File: src/hdl/bvac_pkg.sv
// ----------------------------------------------------------------------------
// bvac_pkg
// Shared types, codes and sizes for the vendor advertisement classifier.
// ----------------------------------------------------------------------------
package bvac_pkg;

    localparam int TABLE_ENTRIES = 32;
    localparam int IDX_W = (TABLE_ENTRIES > 1) ? $clog2(TABLE_ENTRIES) : 1;
    localparam int CNT_W = $clog2(TABLE_ENTRIES + 1);

    // item kinds
    localparam logic [1:0] K_FEED   = 2'd0;
    localparam logic [1:0] K_READ   = 2'd1;
    localparam logic [1:0] K_CLEAR  = 2'd2;
    localparam logic [1:0] K_UNUSED = 2'd3;

    // result status
    localparam logic [1:0] ST_DONE = 2'd0;
    localparam logic [1:0] ST_FULL = 2'd1;
    localparam logic [1:0] ST_ZERO = 2'd2;

    // company identifiers
    localparam logic [15:0] CO_TRK_A = 16'h00D7;
    localparam logic [15:0] CO_TRK_B = 16'h00D8;
    localparam logic [15:0] CO_CONT  = 16'h004C;
    localparam logic [15:0] CO_TAG   = 16'h0075;
    localparam logic [15:0] CO_PAIR_A = 16'h0006;
    localparam logic [15:0] CO_PAIR_B = 16'h00F2;

    localparam logic [7:0] BATT_MASK   = 8'h7F;
    localparam logic [7:0] TB_FIND_NEAR = 8'h0F;
    localparam logic [7:0] TB_FIND_OFF  = 8'h10;

    // device type codes
    localparam logic [4:0] TC_NONE       = 5'd0;
    localparam logic [4:0] TC_TRK        = 5'd1;
    localparam logic [4:0] TC_TRK_NET    = 5'd2;
    localparam logic [4:0] TC_TAG        = 5'd3;
    localparam logic [4:0] TC_TAG_PLUS   = 5'd4;
    localparam logic [4:0] TC_TAG_FAMILY = 5'd5;
    localparam logic [4:0] TC_EARBUDS    = 5'd6;
    localparam logic [4:0] TC_TAG_UNK    = 5'd7;
    localparam logic [4:0] TC_FIND_NEAR  = 5'd8;
    localparam logic [4:0] TC_FIND_OFF   = 5'd9;
    localparam logic [4:0] TC_FILE_SHARE = 5'd10;
    localparam logic [4:0] TC_EAR        = 5'd11;
    localparam logic [4:0] TC_EAR_PRO    = 5'd12;
    localparam logic [4:0] TC_HEAD_MAX   = 5'd13;
    localparam logic [4:0] TC_SPEAKER    = 5'd14;
    localparam logic [4:0] TC_WATCH      = 5'd15;
    localparam logic [4:0] TC_TV_BOX     = 5'd16;
    localparam logic [4:0] TC_HANDOFF    = 5'd17;
    localparam logic [4:0] TC_TETHER     = 5'd18;
    localparam logic [4:0] TC_NEARBY     = 5'd19;
    localparam logic [4:0] TC_CONT_UNK   = 5'd20;
    localparam logic [4:0] TC_PAIR       = 5'd21;
    localparam logic [4:0] TC_PAIR_SETUP = 5'd22;
    localparam logic [4:0] TC_PAIR_BATT  = 5'd23;
    localparam logic [4:0] TC_PAIR_INFO  = 5'd24;
    localparam logic [4:0] TC_PAIR_UNK   = 5'd25;

    // per-slot record
    typedef struct packed {
        logic       present;
        logic [4:0] type_code;
        logic [7:0] type_byte;
        logic [6:0] trk_batt;
        logic       trk_seen;
        logic [7:0] tag_proto;
        logic [7:0] find_batt;
        logic [7:0] pair_batt;
        logic       pair_seen;
        logic       cont_vendor;
    } t_rec;

    // one result word
    typedef struct packed {
        logic [5:0] present_count;
        logic [4:0] vendor_flags;
        logic [7:0] batt_value;
        logic       batt_known;
        logic [7:0] type_byte;
        logic [4:0] type_code;
        logic       present;
        logic [4:0] entry_slot;
        logic [1:0] status;
    } t_res;

endpackage

File: src/hdl/ble_vendor_advert_classifier.sv
// ----------------------------------------------------------------------------
// ble_vendor_advert_classifier
// Device table with address search and manufacturer-data classification.
// ----------------------------------------------------------------------------
// A feed searches the used slots, then reads the matched record or allocates a
// fresh slot, classifies and writes it back; a full table gives status full. A
// read fetches its record; clear, ignored feed and unused kind go straight to
// the result. The result word is registered as the block returns to idle; one
// item at a time, and a stalled output holds it. Reset (synchronous, active low)
// empties the table; records are zeroed on allocation, so no clearing pass.
module ble_vendor_advert_classifier (
    input  logic         i_clk,
    input  logic         i_rst_n,
    input  logic         s_axis_tvalid,
    output logic         s_axis_tready,
    // device_address[47:0], data_length[55:48], data_head[119:56],
    // data_byte_eight[127:120], slot[132:128], zero fill
    input  logic [135:0] s_axis_tdata,
    // kind[1:0]
    input  logic [1:0]   s_axis_tuser,
    output logic         m_axis_tvalid,
    input  logic         m_axis_tready,
    // status[1:0], entry_slot[6:2], present[7], type_code[12:8],
    // type_byte[20:13], batt_known[21], batt_value[29:22],
    // vendor_flags[34:30], present_count[40:35], zero fill
    output logic [47:0]  m_axis_tdata
);

    typedef enum logic [4:0] {
        S_IDLE   = 5'b00001,
        S_SEARCH = 5'b00010,
        S_REC    = 5'b00100,
        S_MOD    = 5'b01000,
        S_FIN    = 5'b10000
    } t_state;

    t_state r_state;

    logic [47:0]                 r_addr;
    logic [7:0]                  r_len;
    logic [63:0]                 r_head;
    logic [7:0]                  r_b8;
    logic [1:0]                  r_kind;
    logic [bvac_pkg::IDX_W-1:0]  r_idx;
    logic [bvac_pkg::IDX_W-1:0]  r_cmp_idx;
    logic                        r_cmp_vld;
    logic [bvac_pkg::CNT_W-1:0]  r_iss;
    logic [bvac_pkg::CNT_W-1:0]  r_used;
    logic [bvac_pkg::CNT_W-1:0]  r_total;
    logic                        r_new;
    bvac_pkg::t_res              r_res;
    bvac_pkg::t_res              r_out;
    logic                        r_out_vld;

    // memories
    logic [47:0]    r_amem [bvac_pkg::TABLE_ENTRIES];
    bvac_pkg::t_rec r_rmem [bvac_pkg::TABLE_ENTRIES];
    logic [47:0]    r_adq;
    bvac_pkg::t_rec r_rec_q;

    logic           a_we;
    logic           rec_we;
    bvac_pkg::t_rec n_rec;
    logic           n_inc;
    bvac_pkg::t_res n_rep;
    bvac_pkg::t_res n_start;
    t_state         n_start_st;
    logic           found;
    logic [7:0]     in_slot;

    function automatic logic [bvac_pkg::CNT_W-1:0] CNT_INC(input logic b);
        CNT_INC = {{(bvac_pkg::CNT_W-1){1'b0}}, b};
    endfunction

    assign in_slot       = {3'b0, s_axis_tdata[132:128]};
    assign s_axis_tready = (r_state == S_IDLE);
    assign m_axis_tvalid = r_out_vld;
    assign m_axis_tdata  = {7'b0, r_out};
    assign found         = r_cmp_vld && (r_adq == r_addr);

    // address memory: one read per cycle at the search pointer
    always_ff @(posedge i_clk) begin
        if (a_we) begin
            r_amem[r_used[bvac_pkg::IDX_W-1:0]] <= r_addr;
        end
        r_adq <= r_amem[r_iss[bvac_pkg::IDX_W-1:0]];
    end

    // record memory: read at the current slot, write back after classify
    always_ff @(posedge i_clk) begin
        if (rec_we) begin
            r_rmem[r_idx] <= n_rec;
        end
        r_rec_q <= r_rmem[r_idx];
    end

    // allocate when the search ends without a match and a slot is free
    always_comb begin
        a_we = (r_state == S_SEARCH) && !found && !(r_iss < r_used)
               && (r_used < bvac_pkg::CNT_W'(bvac_pkg::TABLE_ENTRIES));
        rec_we = (r_state == S_MOD) && (r_kind == bvac_pkg::K_FEED);
    end

    // decode an incoming word into its first result and next state
    always_comb begin
        n_start               = '0;
        n_start.present_count = 6'(r_total);
        n_start_st            = S_FIN;
        unique case (s_axis_tuser)
            bvac_pkg::K_FEED: begin
                if (s_axis_tdata[55:48] == 8'd0) begin
                    n_start.status = bvac_pkg::ST_ZERO;
                end else begin
                    n_start_st = S_SEARCH;
                end
            end
            bvac_pkg::K_READ: begin
                n_start.entry_slot = s_axis_tdata[132:128];
                if (9'(in_slot) < 9'(r_used)
                    && 9'(in_slot) < 9'(bvac_pkg::TABLE_ENTRIES)) begin
                    n_start_st = S_REC;
                end
            end
            bvac_pkg::K_CLEAR: begin
                n_start.present_count = 6'd0;
            end
            default: ;
        endcase
    end

    // classify the fed bytes into the record
    always_comb begin
        bvac_pkg::t_rec e;
        logic [15:0]    co;
        logic [7:0]     t;
        logic [7:0]     d5, d6;
        logic [7:0]     lvl;
        e  = r_new ? '0 : r_rec_q;
        co = r_head[15:0];
        t  = r_head[39:32];
        d5 = r_head[47:40];
        d6 = r_head[55:48];
        if (r_kind == bvac_pkg::K_FEED && r_len >= 8'd6) begin
            if ((co == bvac_pkg::CO_TRK_A || co == bvac_pkg::CO_TRK_B) && r_len >= 8'd8) begin
                e.type_code = bvac_pkg::TC_TRK;
                e.type_byte = 8'd0;
                e.present   = 1'b1;
            end
            if (co == bvac_pkg::CO_CONT && r_len >= 8'd10 && t == bvac_pkg::TB_FIND_OFF) begin
                e.type_code = bvac_pkg::TC_TRK_NET;
                e.type_byte = 8'd0;
                e.trk_batt  = r_b8[6:0] & bvac_pkg::BATT_MASK[6:0];
                e.trk_seen  = 1'b1;
                e.present   = 1'b1;
            end
            if (!e.present && r_len >= 8'd8 && co == bvac_pkg::CO_TAG) begin
                e.type_byte = 8'd0;
                case (t)
                    8'h01:   e.type_code = bvac_pkg::TC_TAG;
                    8'h02:   e.type_code = bvac_pkg::TC_TAG_PLUS;
                    8'h03:   e.type_code = bvac_pkg::TC_TAG_FAMILY;
                    8'h05:   e.type_code = bvac_pkg::TC_EARBUDS;
                    default: begin
                        e.type_code = bvac_pkg::TC_TAG_UNK;
                        e.type_byte = t;
                    end
                endcase
                e.tag_proto = t;
                e.present   = 1'b1;
            end
            if (!e.present && r_len >= 8'd10 && co == bvac_pkg::CO_CONT
                && (t == bvac_pkg::TB_FIND_NEAR || t == bvac_pkg::TB_FIND_OFF)) begin
                e.find_batt = d6;
                e.type_code = (t == bvac_pkg::TB_FIND_NEAR) ? bvac_pkg::TC_FIND_NEAR
                                                            : bvac_pkg::TC_FIND_OFF;
                e.type_byte = 8'd0;
                e.present   = 1'b1;
            end
            if (!e.present && co == bvac_pkg::CO_CONT) begin
                e.type_byte = 8'd0;
                case (t)
                    8'h05:   e.type_code = bvac_pkg::TC_FILE_SHARE;
                    8'h07:   e.type_code = bvac_pkg::TC_EAR;
                    8'h09:   e.type_code = bvac_pkg::TC_EAR_PRO;
                    8'h0A:   e.type_code = bvac_pkg::TC_HEAD_MAX;
                    8'h0B:   e.type_code = bvac_pkg::TC_SPEAKER;
                    8'h0C:   e.type_code = bvac_pkg::TC_WATCH;
                    8'h0E:   e.type_code = bvac_pkg::TC_TV_BOX;
                    8'h12:   e.type_code = bvac_pkg::TC_HANDOFF;
                    8'h13:   e.type_code = bvac_pkg::TC_TETHER;
                    8'h15:   e.type_code = bvac_pkg::TC_NEARBY;
                    default: begin
                        e.type_code = bvac_pkg::TC_CONT_UNK;
                        e.type_byte = t;
                    end
                endcase
                e.cont_vendor = 1'b1;
                e.present     = 1'b1;
            end
            if (!e.present && (co == bvac_pkg::CO_PAIR_A || co == bvac_pkg::CO_PAIR_B)) begin
                e.type_byte = 8'd0;
                case (t)
                    8'h00:   e.type_code = bvac_pkg::TC_PAIR;
                    8'h01:   e.type_code = bvac_pkg::TC_PAIR_SETUP;
                    8'h02:   begin
                        e.type_code = bvac_pkg::TC_PAIR_BATT;
                        if (r_len >= 8'd7) begin
                            e.pair_batt = d5;
                            e.pair_seen = 1'b1;
                        end
                    end
                    8'h03:   e.type_code = bvac_pkg::TC_PAIR_INFO;
                    default: begin
                        e.type_code = bvac_pkg::TC_PAIR_UNK;
                        e.type_byte = t;
                    end
                endcase
                e.present = 1'b1;
            end
        end
        n_rec = e;
        n_inc = e.present && !(r_new ? 1'b0 : r_rec_q.present) && (r_kind == bvac_pkg::K_FEED);

        // report the record
        lvl = (e.trk_batt != 7'd0) ? {1'b0, e.trk_batt} : e.pair_batt;
        if (lvl == 8'd0 && e.find_batt != 8'd0) begin
            lvl = e.find_batt;
        end
        n_rep               = '0;
        n_rep.status        = bvac_pkg::ST_DONE;
        n_rep.entry_slot    = 5'(r_idx);
        n_rep.present       = e.present;
        n_rep.type_code     = e.type_code;
        n_rep.type_byte     = e.type_byte;
        n_rep.batt_known    = e.trk_seen || e.pair_seen || (e.find_batt != 8'd0);
        n_rep.batt_value    = lvl;
        n_rep.vendor_flags[0] = e.cont_vendor;
        n_rep.vendor_flags[1] = (e.tag_proto != 8'd0);
        n_rep.vendor_flags[2] = (e.type_code == bvac_pkg::TC_TRK)
                                || (e.type_code == bvac_pkg::TC_TRK_NET);
        n_rep.vendor_flags[3] = (e.type_code == bvac_pkg::TC_FIND_NEAR)
                                || (e.type_code == bvac_pkg::TC_FIND_OFF);
        n_rep.vendor_flags[4] = (e.type_code >= bvac_pkg::TC_PAIR)
                                && (e.type_code <= bvac_pkg::TC_PAIR_UNK);
        n_rep.present_count = 6'(r_total + CNT_INC(n_inc));
    end

    // sequencer
    always_ff @(posedge i_clk) begin
        if (!i_rst_n) begin
            r_state   <= S_IDLE;
            r_used    <= '0;
            r_total   <= '0;
            r_out_vld <= 1'b0;
            r_cmp_vld <= 1'b0;
            r_iss     <= '0;
        end else begin
            // load the output register, or drain it
            if (r_state == S_FIN && (!r_out_vld || m_axis_tready)) begin
                r_out_vld <= 1'b1;
            end else if (m_axis_tready) begin
                r_out_vld <= 1'b0;
            end
            unique case (r_state)
                S_IDLE: begin
                    if (s_axis_tvalid) begin
                        r_addr    <= s_axis_tdata[47:0];
                        r_len     <= s_axis_tdata[55:48];
                        r_head    <= s_axis_tdata[119:56];
                        r_b8      <= s_axis_tdata[127:120];
                        r_kind    <= s_axis_tuser;
                        r_iss     <= '0;
                        r_cmp_vld <= 1'b0;
                        r_res     <= n_start;
                        r_state   <= n_start_st;
                        if (s_axis_tuser == bvac_pkg::K_READ) begin
                            r_idx <= s_axis_tdata[128 +: bvac_pkg::IDX_W];
                            r_new <= 1'b0;
                        end
                        if (s_axis_tuser == bvac_pkg::K_CLEAR) begin
                            r_used  <= '0;
                            r_total <= '0;
                        end
                    end
                end
                S_SEARCH: begin
                    if (found) begin
                        r_idx   <= r_cmp_idx;
                        r_new   <= 1'b0;
                        r_state <= S_REC;
                    end else if (r_iss < r_used) begin
                        r_cmp_idx <= r_iss[bvac_pkg::IDX_W-1:0];
                        r_cmp_vld <= 1'b1;
                        r_iss     <= r_iss + 1'b1;
                    end else if (a_we) begin
                        r_idx   <= r_used[bvac_pkg::IDX_W-1:0];
                        r_used  <= r_used + 1'b1;
                        r_new   <= 1'b1;
                        r_state <= S_MOD;
                    end else begin
                        r_res.status <= bvac_pkg::ST_FULL;
                        r_state      <= S_FIN;
                    end
                end
                S_REC: begin
                    r_state <= S_MOD;
                end
                S_MOD: begin
                    if (n_inc) begin
                        r_total <= r_total + 1'b1;
                    end
                    r_res   <= n_rep;
                    r_state <= S_FIN;
                end
                S_FIN: begin
                    if (!r_out_vld || m_axis_tready) begin
                        r_out   <= r_res;
                        r_state <= S_IDLE;
                    end
                end
                default: r_state <= S_IDLE;
            endcase
        end
    end

endmodule

File: config.mk
export PLATFORM = sky130hd
export DESIGN_NAME = ble_vendor_advert_classifier
export DESIGN_NICKNAME = d
export VERILOG_FILES = /design/src/hdl/bvac_pkg.sv /design/src/hdl/ble_vendor_advert_classifier.sv
export SDC_FILE = /design/constraint.sdc
export NUM_CORES = 2
export LEC_CHECK = 0
export BUFFER_PORTS_ARGS = -buffer_cell sky130_fd_sc_hd__buf_2
export CAP_MARGIN = 5
export CORE_MARGIN = 1.5
export CORE_UTILIZATION = 45
export CTS_BUF_LIST = sky130_fd_sc_hd__clkbuf_2
export DETAILED_ROUTE_END_ITERATION = 10
export SYNTH_ARGS = -nofsm -noshare
export SYNTH_HDL_FRONTEND = slang
export SYNTH_SLANG_ARGS = --single-unit
File: constraint.sdc
create_clock -name i_clk -period 19.5 [get_ports i_clk]
set_clock_uncertainty 0.15 [all_clocks]
set_input_delay 0.975 -clock i_clk [delete_from_list [all_inputs] [get_ports i_clk]]
set_output_delay 0.975 -clock i_clk [all_outputs]
set_load 0.05 [all_outputs]
Word level (Yosys, flattened, before mapping)

Memories as Yosys holds them, arrays and structs flattened. A register that Yosys moved wholly into a read port is not among the register bits.
Index checks and enable logic that the tools add are counted.

Register bits: 239
Bits in writable memories: 3,072
Input bits: 142
Memories: 2

Add/subtract/negate cells: 4
$lt $le $gt $ge: 10
Eq/ne operators: 45
Mux-type cells: 82
Bitwise operators: 1
Reductions and logical operators: 63

Memories:

| name   | depth | bits a word | read ports | clocked after memory_dff | write ports | RTL line                           | RTL |
|---|---|---|---|---|---|---|---|
| r_amem | 32    | 48          | 1          | 1                        | 1           | ble_vendor_advert_classifier.sv:56 | `logic [47:0] r_amem [bvac_pkg::TABLE_ENTRIES];` |
| r_rmem | 32    | 48          | 1          | 1                        | 1           | ble_vendor_advert_classifier.sv:57 | `bvac_pkg::t_rec r_rmem [bvac_pkg::TABLE_ENTRIES];` |

Operators with widths:

| cell                                                  | number |
|---|---|
| two-way mux 14 bit                                    | 8 |
| two-way mux 48 bit                                    | 2 |
| case mux 39 bit (2 select lines)                      | 1 |
| two-way mux 6 bit                                     | 11 |
| two-way mux 5 bit                                     | 13 |
| two-way mux 8 bit                                     | 7 |
| case mux 5 bit (10 select lines)                      | 1 |
| equality test 16 x 8 -> 1 bit (second input constant) | 3 |
| equality test 48 bit                                  | 1 |
| equality test 8 x 4 -> 1 bit (second input constant)  | 6 |
| two-way mux 22 bit                                    | 2 |
| two-way mux 41 bit                                    | 1 |
| case mux 6 bit (2 select lines)                       | 3 |
| equality test 16 x 7 -> 1 bit (second input constant) | 2 |
| equality test 8 x 5 -> 1 bit (second input constant)  | 4 |
| two-way mux 9 bit                                     | 3 |
| case mux 5 bit (5 select lines)                       | 1 |
| logical NOT 8 bit                                     | 3 |
| logical AND 1 bit                                     | 22 |
| case mux 5 bit (2 select lines)                       | 2 |
| adder 6 x 1 -> 6 bit (second input constant)          | 3 |
| AND reduction 6 bit                                   | 3 |
| two-way mux 1 bit                                     | 17 |
| equality test 16 x 3 -> 1 bit (second input constant) | 1 |
| 39 further kinds                                      | 85 |

Longest topological paths before layout

Depth in word-level cells: 31
Gate-level depth with buffers: 11
Gate-level depth less buffers: 10

Worst setup path before layout

OpenSTA, ideal clock, no wires.

Path type: input-to-reg
Start: input i_rst_n
End: register r_addr[0], enable pin
Library setup time: 0.570 ns
Data arrival time: 6.025 ns
Required time: 18.780 ns
Path slack: 12.754 ns
Stages on the path: 4
Path buffers: 2
Path through: clkbuf_1 > clkinv_1 > clkbuf_1 > nor2_1

Cells in the longest elaborated chain, start to end: 1

RTL lines:

| what                                 | RTL line                            | RTL |
|---|---|---|
| from (decl)                          | ble_vendor_advert_classifier.sv:13  | `input logic i_rst_n,` |
| AND reduction 3 bit (no source line) | n/a                                 |  |
| to (signal assigned)                 | ble_vendor_advert_classifier.sv:267 | `r_addr <= s_axis_tdata[47:0];` |
| to (decl)                            | ble_vendor_advert_classifier.sv:39  | `logic [47:0] r_addr;` |

Every way passes these cells.
A chain may end at the register's enable or synchronous reset.

==> run metrics <==
cell area after layout=145,000 um^2; power share of the combinational group=3.0%; largest family of logic cells by synthesized area=multiplexers; 1st-iter DRT viols=7,855; cell count after synthesis=5,583; post-placement setup slack=12,220 ps; status=completed; Total Routing Usage GR=23.0%; cell taking the most area after synthesis=edfxtp_1; Fin. Hold Viols=0; Core Region=283,000 um^2; number of synthesized flops with an enable pin=3,270; Final HPWL DP=166,000 um; CP startpoint kind=flop; Worst-Skew Late Latency=2210 ps; die width=536 um; power per cell area=90.7 nW/um^2; Setup CP Type=reg2reg; vias in the first global route=66,936; most common flop cell mapped by yosys=edfxtp_1; sw power=3160 uW; Pint=10,000 uW; Die Ht=536 um; DRC=0; clock tree from TritonCTS=done; FFs w/ async S/R, synth=0%; Synth area leaders=edfxtp_1 77%, mux4_2 15%, dfxtp_1 1.9%, a22oi_1 1.1%, clkbuf_1 0.58%; FMAX=0.144 GHz; Detailed Routing Iterations Pass 1=5; Overflow after GRT=0; Clk Tree Root Cell=clkbuf_2; RSZ-0062 raised after global routing=false; die area=288,000 um^2; crit path DAT=8790 ps; Tcrit/Tclk final=35.7%; row cnt=195; hold_ws=247 ps; largest net degree at the start of global routing=95; CP endpoint kind=flop; Avg Inst Size Synth=22.9 um^2; CTS Buf Count=824; Sink Count=3,391; antenna-violating nets left=0; Starting Density=45.3%; setup violators final=0; Pwr Total=13,200 uW; first-pass GRT wire length=471,000 um; via count=65,476; worst vdd ir=0.0483 mV; Warnings, synthesis=0; Switching Share=24.0%; Seq pwr share=61.3%; Via density=5.84; RePlAce Congestion=0.783; leakage power=0.0467 uW; Area Overhead vs Synth=13.5%; I/O pin count=192; relative max-transition margin=13.9%; Slew Limit Fails=0; CTS H-tree lvls=6; Worst Path Required=21,330 ps; Crit Path Max Fanout=94; placed inst area=134,000 um^2; Hold/Removal Path Class=in2reg; layout cells sized above 1=36.2%; I/O Buffers=156; sequential-to-total area share from yosys stat=78.6%; synthesized area=128,000 um^2; simple-gate share of the synthesized area=2.04%; Setup Buffers After CTS=0; most frequent cells after synthesis=3,270 x edfxtp_1, 864 x mux4_2, 198 x clkbuf_1, 196 x a22oi_1, 121 x dfxtp_1; final worst setup slack=12,540 ps; Worst-Margin Slew=1290 ps; post-CTS sizing=0; Setup Total Neg Slack=0 ps; Post-Synth Adder-Cell Area=0.166%; initial antenna violation count=10; FF+latch count, synth=3,391; fin nets=6,946; most numerous cell in the Yosys netlist=edfxtp_1; Routed WL=333,000 um; Clock Power Share=35.7%; Netlist cell types=90; CTS clock-pin slew for the worst setup and hold paths=110 ps; share of the synthesized area in the top cell type=76.7%; compound-gate portion of the synthesized area=2.13%; max-cap violation count=0; quantity of hold-fixing buffers added after cts=331; min cycle time layout=6960 ps; worst-case clock buffer depth=4; mux contribution to synthesized area=15.8%; WL/cell=29.7 um; xor/xnor share of the synthesized area=0.301%
## layout by cell type, fill, tap and decap left out, types with 97 or more instances in the layout
master	instances
nand2_1	97
a22oi_1	196
dlygate4sd3_1	331
buf_2	156
clkbuf_2	1245
mux4_2	864
edfxtp_1	3270
dfxtp_1	117
clkinv_1	179
buf_4	173
## path summary, 6_finish.rpt
check	from	to	slack [ps]	depth (start not counted)
worst min-delay path	s_axis_tdata[93]	r_head[37]$_DFFE_PP_	250	3
worst min register to register	r_res[10]$_SDFFCE_PN0P_	m_axis_tdata[10]$_DFFE_PP_	260	0
worst max register to register	r_idx[0]$_DFFE_PP_	r_rec_q[14]$_DFF_P_	12540	9
worst max-delay path	r_idx[0]$_DFFE_PP_	r_rec_q[14]$_DFF_P_	12540	9
## power by group through the flow
stage	sequential, uW	combinational [uW]	clock [uW]
global route	8090	428	5210
floorplan	8250	185	0
detailed placement	8250	343	0
global placement	8250	333	0
CTS	8090	397	4840
finish	8090	397	4710
## logic make-up after synthesis
group	Yosys count
other cells	1
flops	3391
buf+inv	332
xor+xnor	44
simple gates	488
mux	931
compound gates	379
fa+ha+maj	17
## critical path: stages, from the launching register on
cell      delay (ps)
edfxtp_1         580
buf_12           620
buf_4            840
buf_4            810
buf_4            830
buf_4            940
buf_4            830
mux4_2           590
a22oi_1          290
nand4_1          140
## metrics by stage
stage	utilization, %	std cells
3_5_place_dp	47.5	9371
2_1_floorplan	-	5589
4_1_cts	51.4	11203
3_3_place_gp	47.5	9371
5_1_grt	51.5	11210
6_report	51.5	11210
## metal layers
metal	global-route usage, %	up-vias	wire, um
li1	-	26829	-
met1	33.9	35099	142000
met2	35.1	3107	155000
met3	5.00	437	29900
met4	5.73	4	5890
met5	0	-	26
## flip-flops by register name, summed over array words and instances (netlist names), 8 cells and up
signal        cells
r_amem         1536
r_rmem         1536
r_addr           48
r_adq            48
r_rec_q          48
m_axis_tdata     41
r_res            41
r_head           40
r_len             8
## final cells by class
class	count	area [um^2]
clock buffer	1245	6230
multi-input combinational	1866	26800
tap	3743	4680
fill	22684	137000
antenna	5	12.5
inverter	41	164
timing repair buffer	663	5440
clock inverter	256	1470
sequential	3391	101000
No activity file was read; power rests on OpenSTA's default activity.
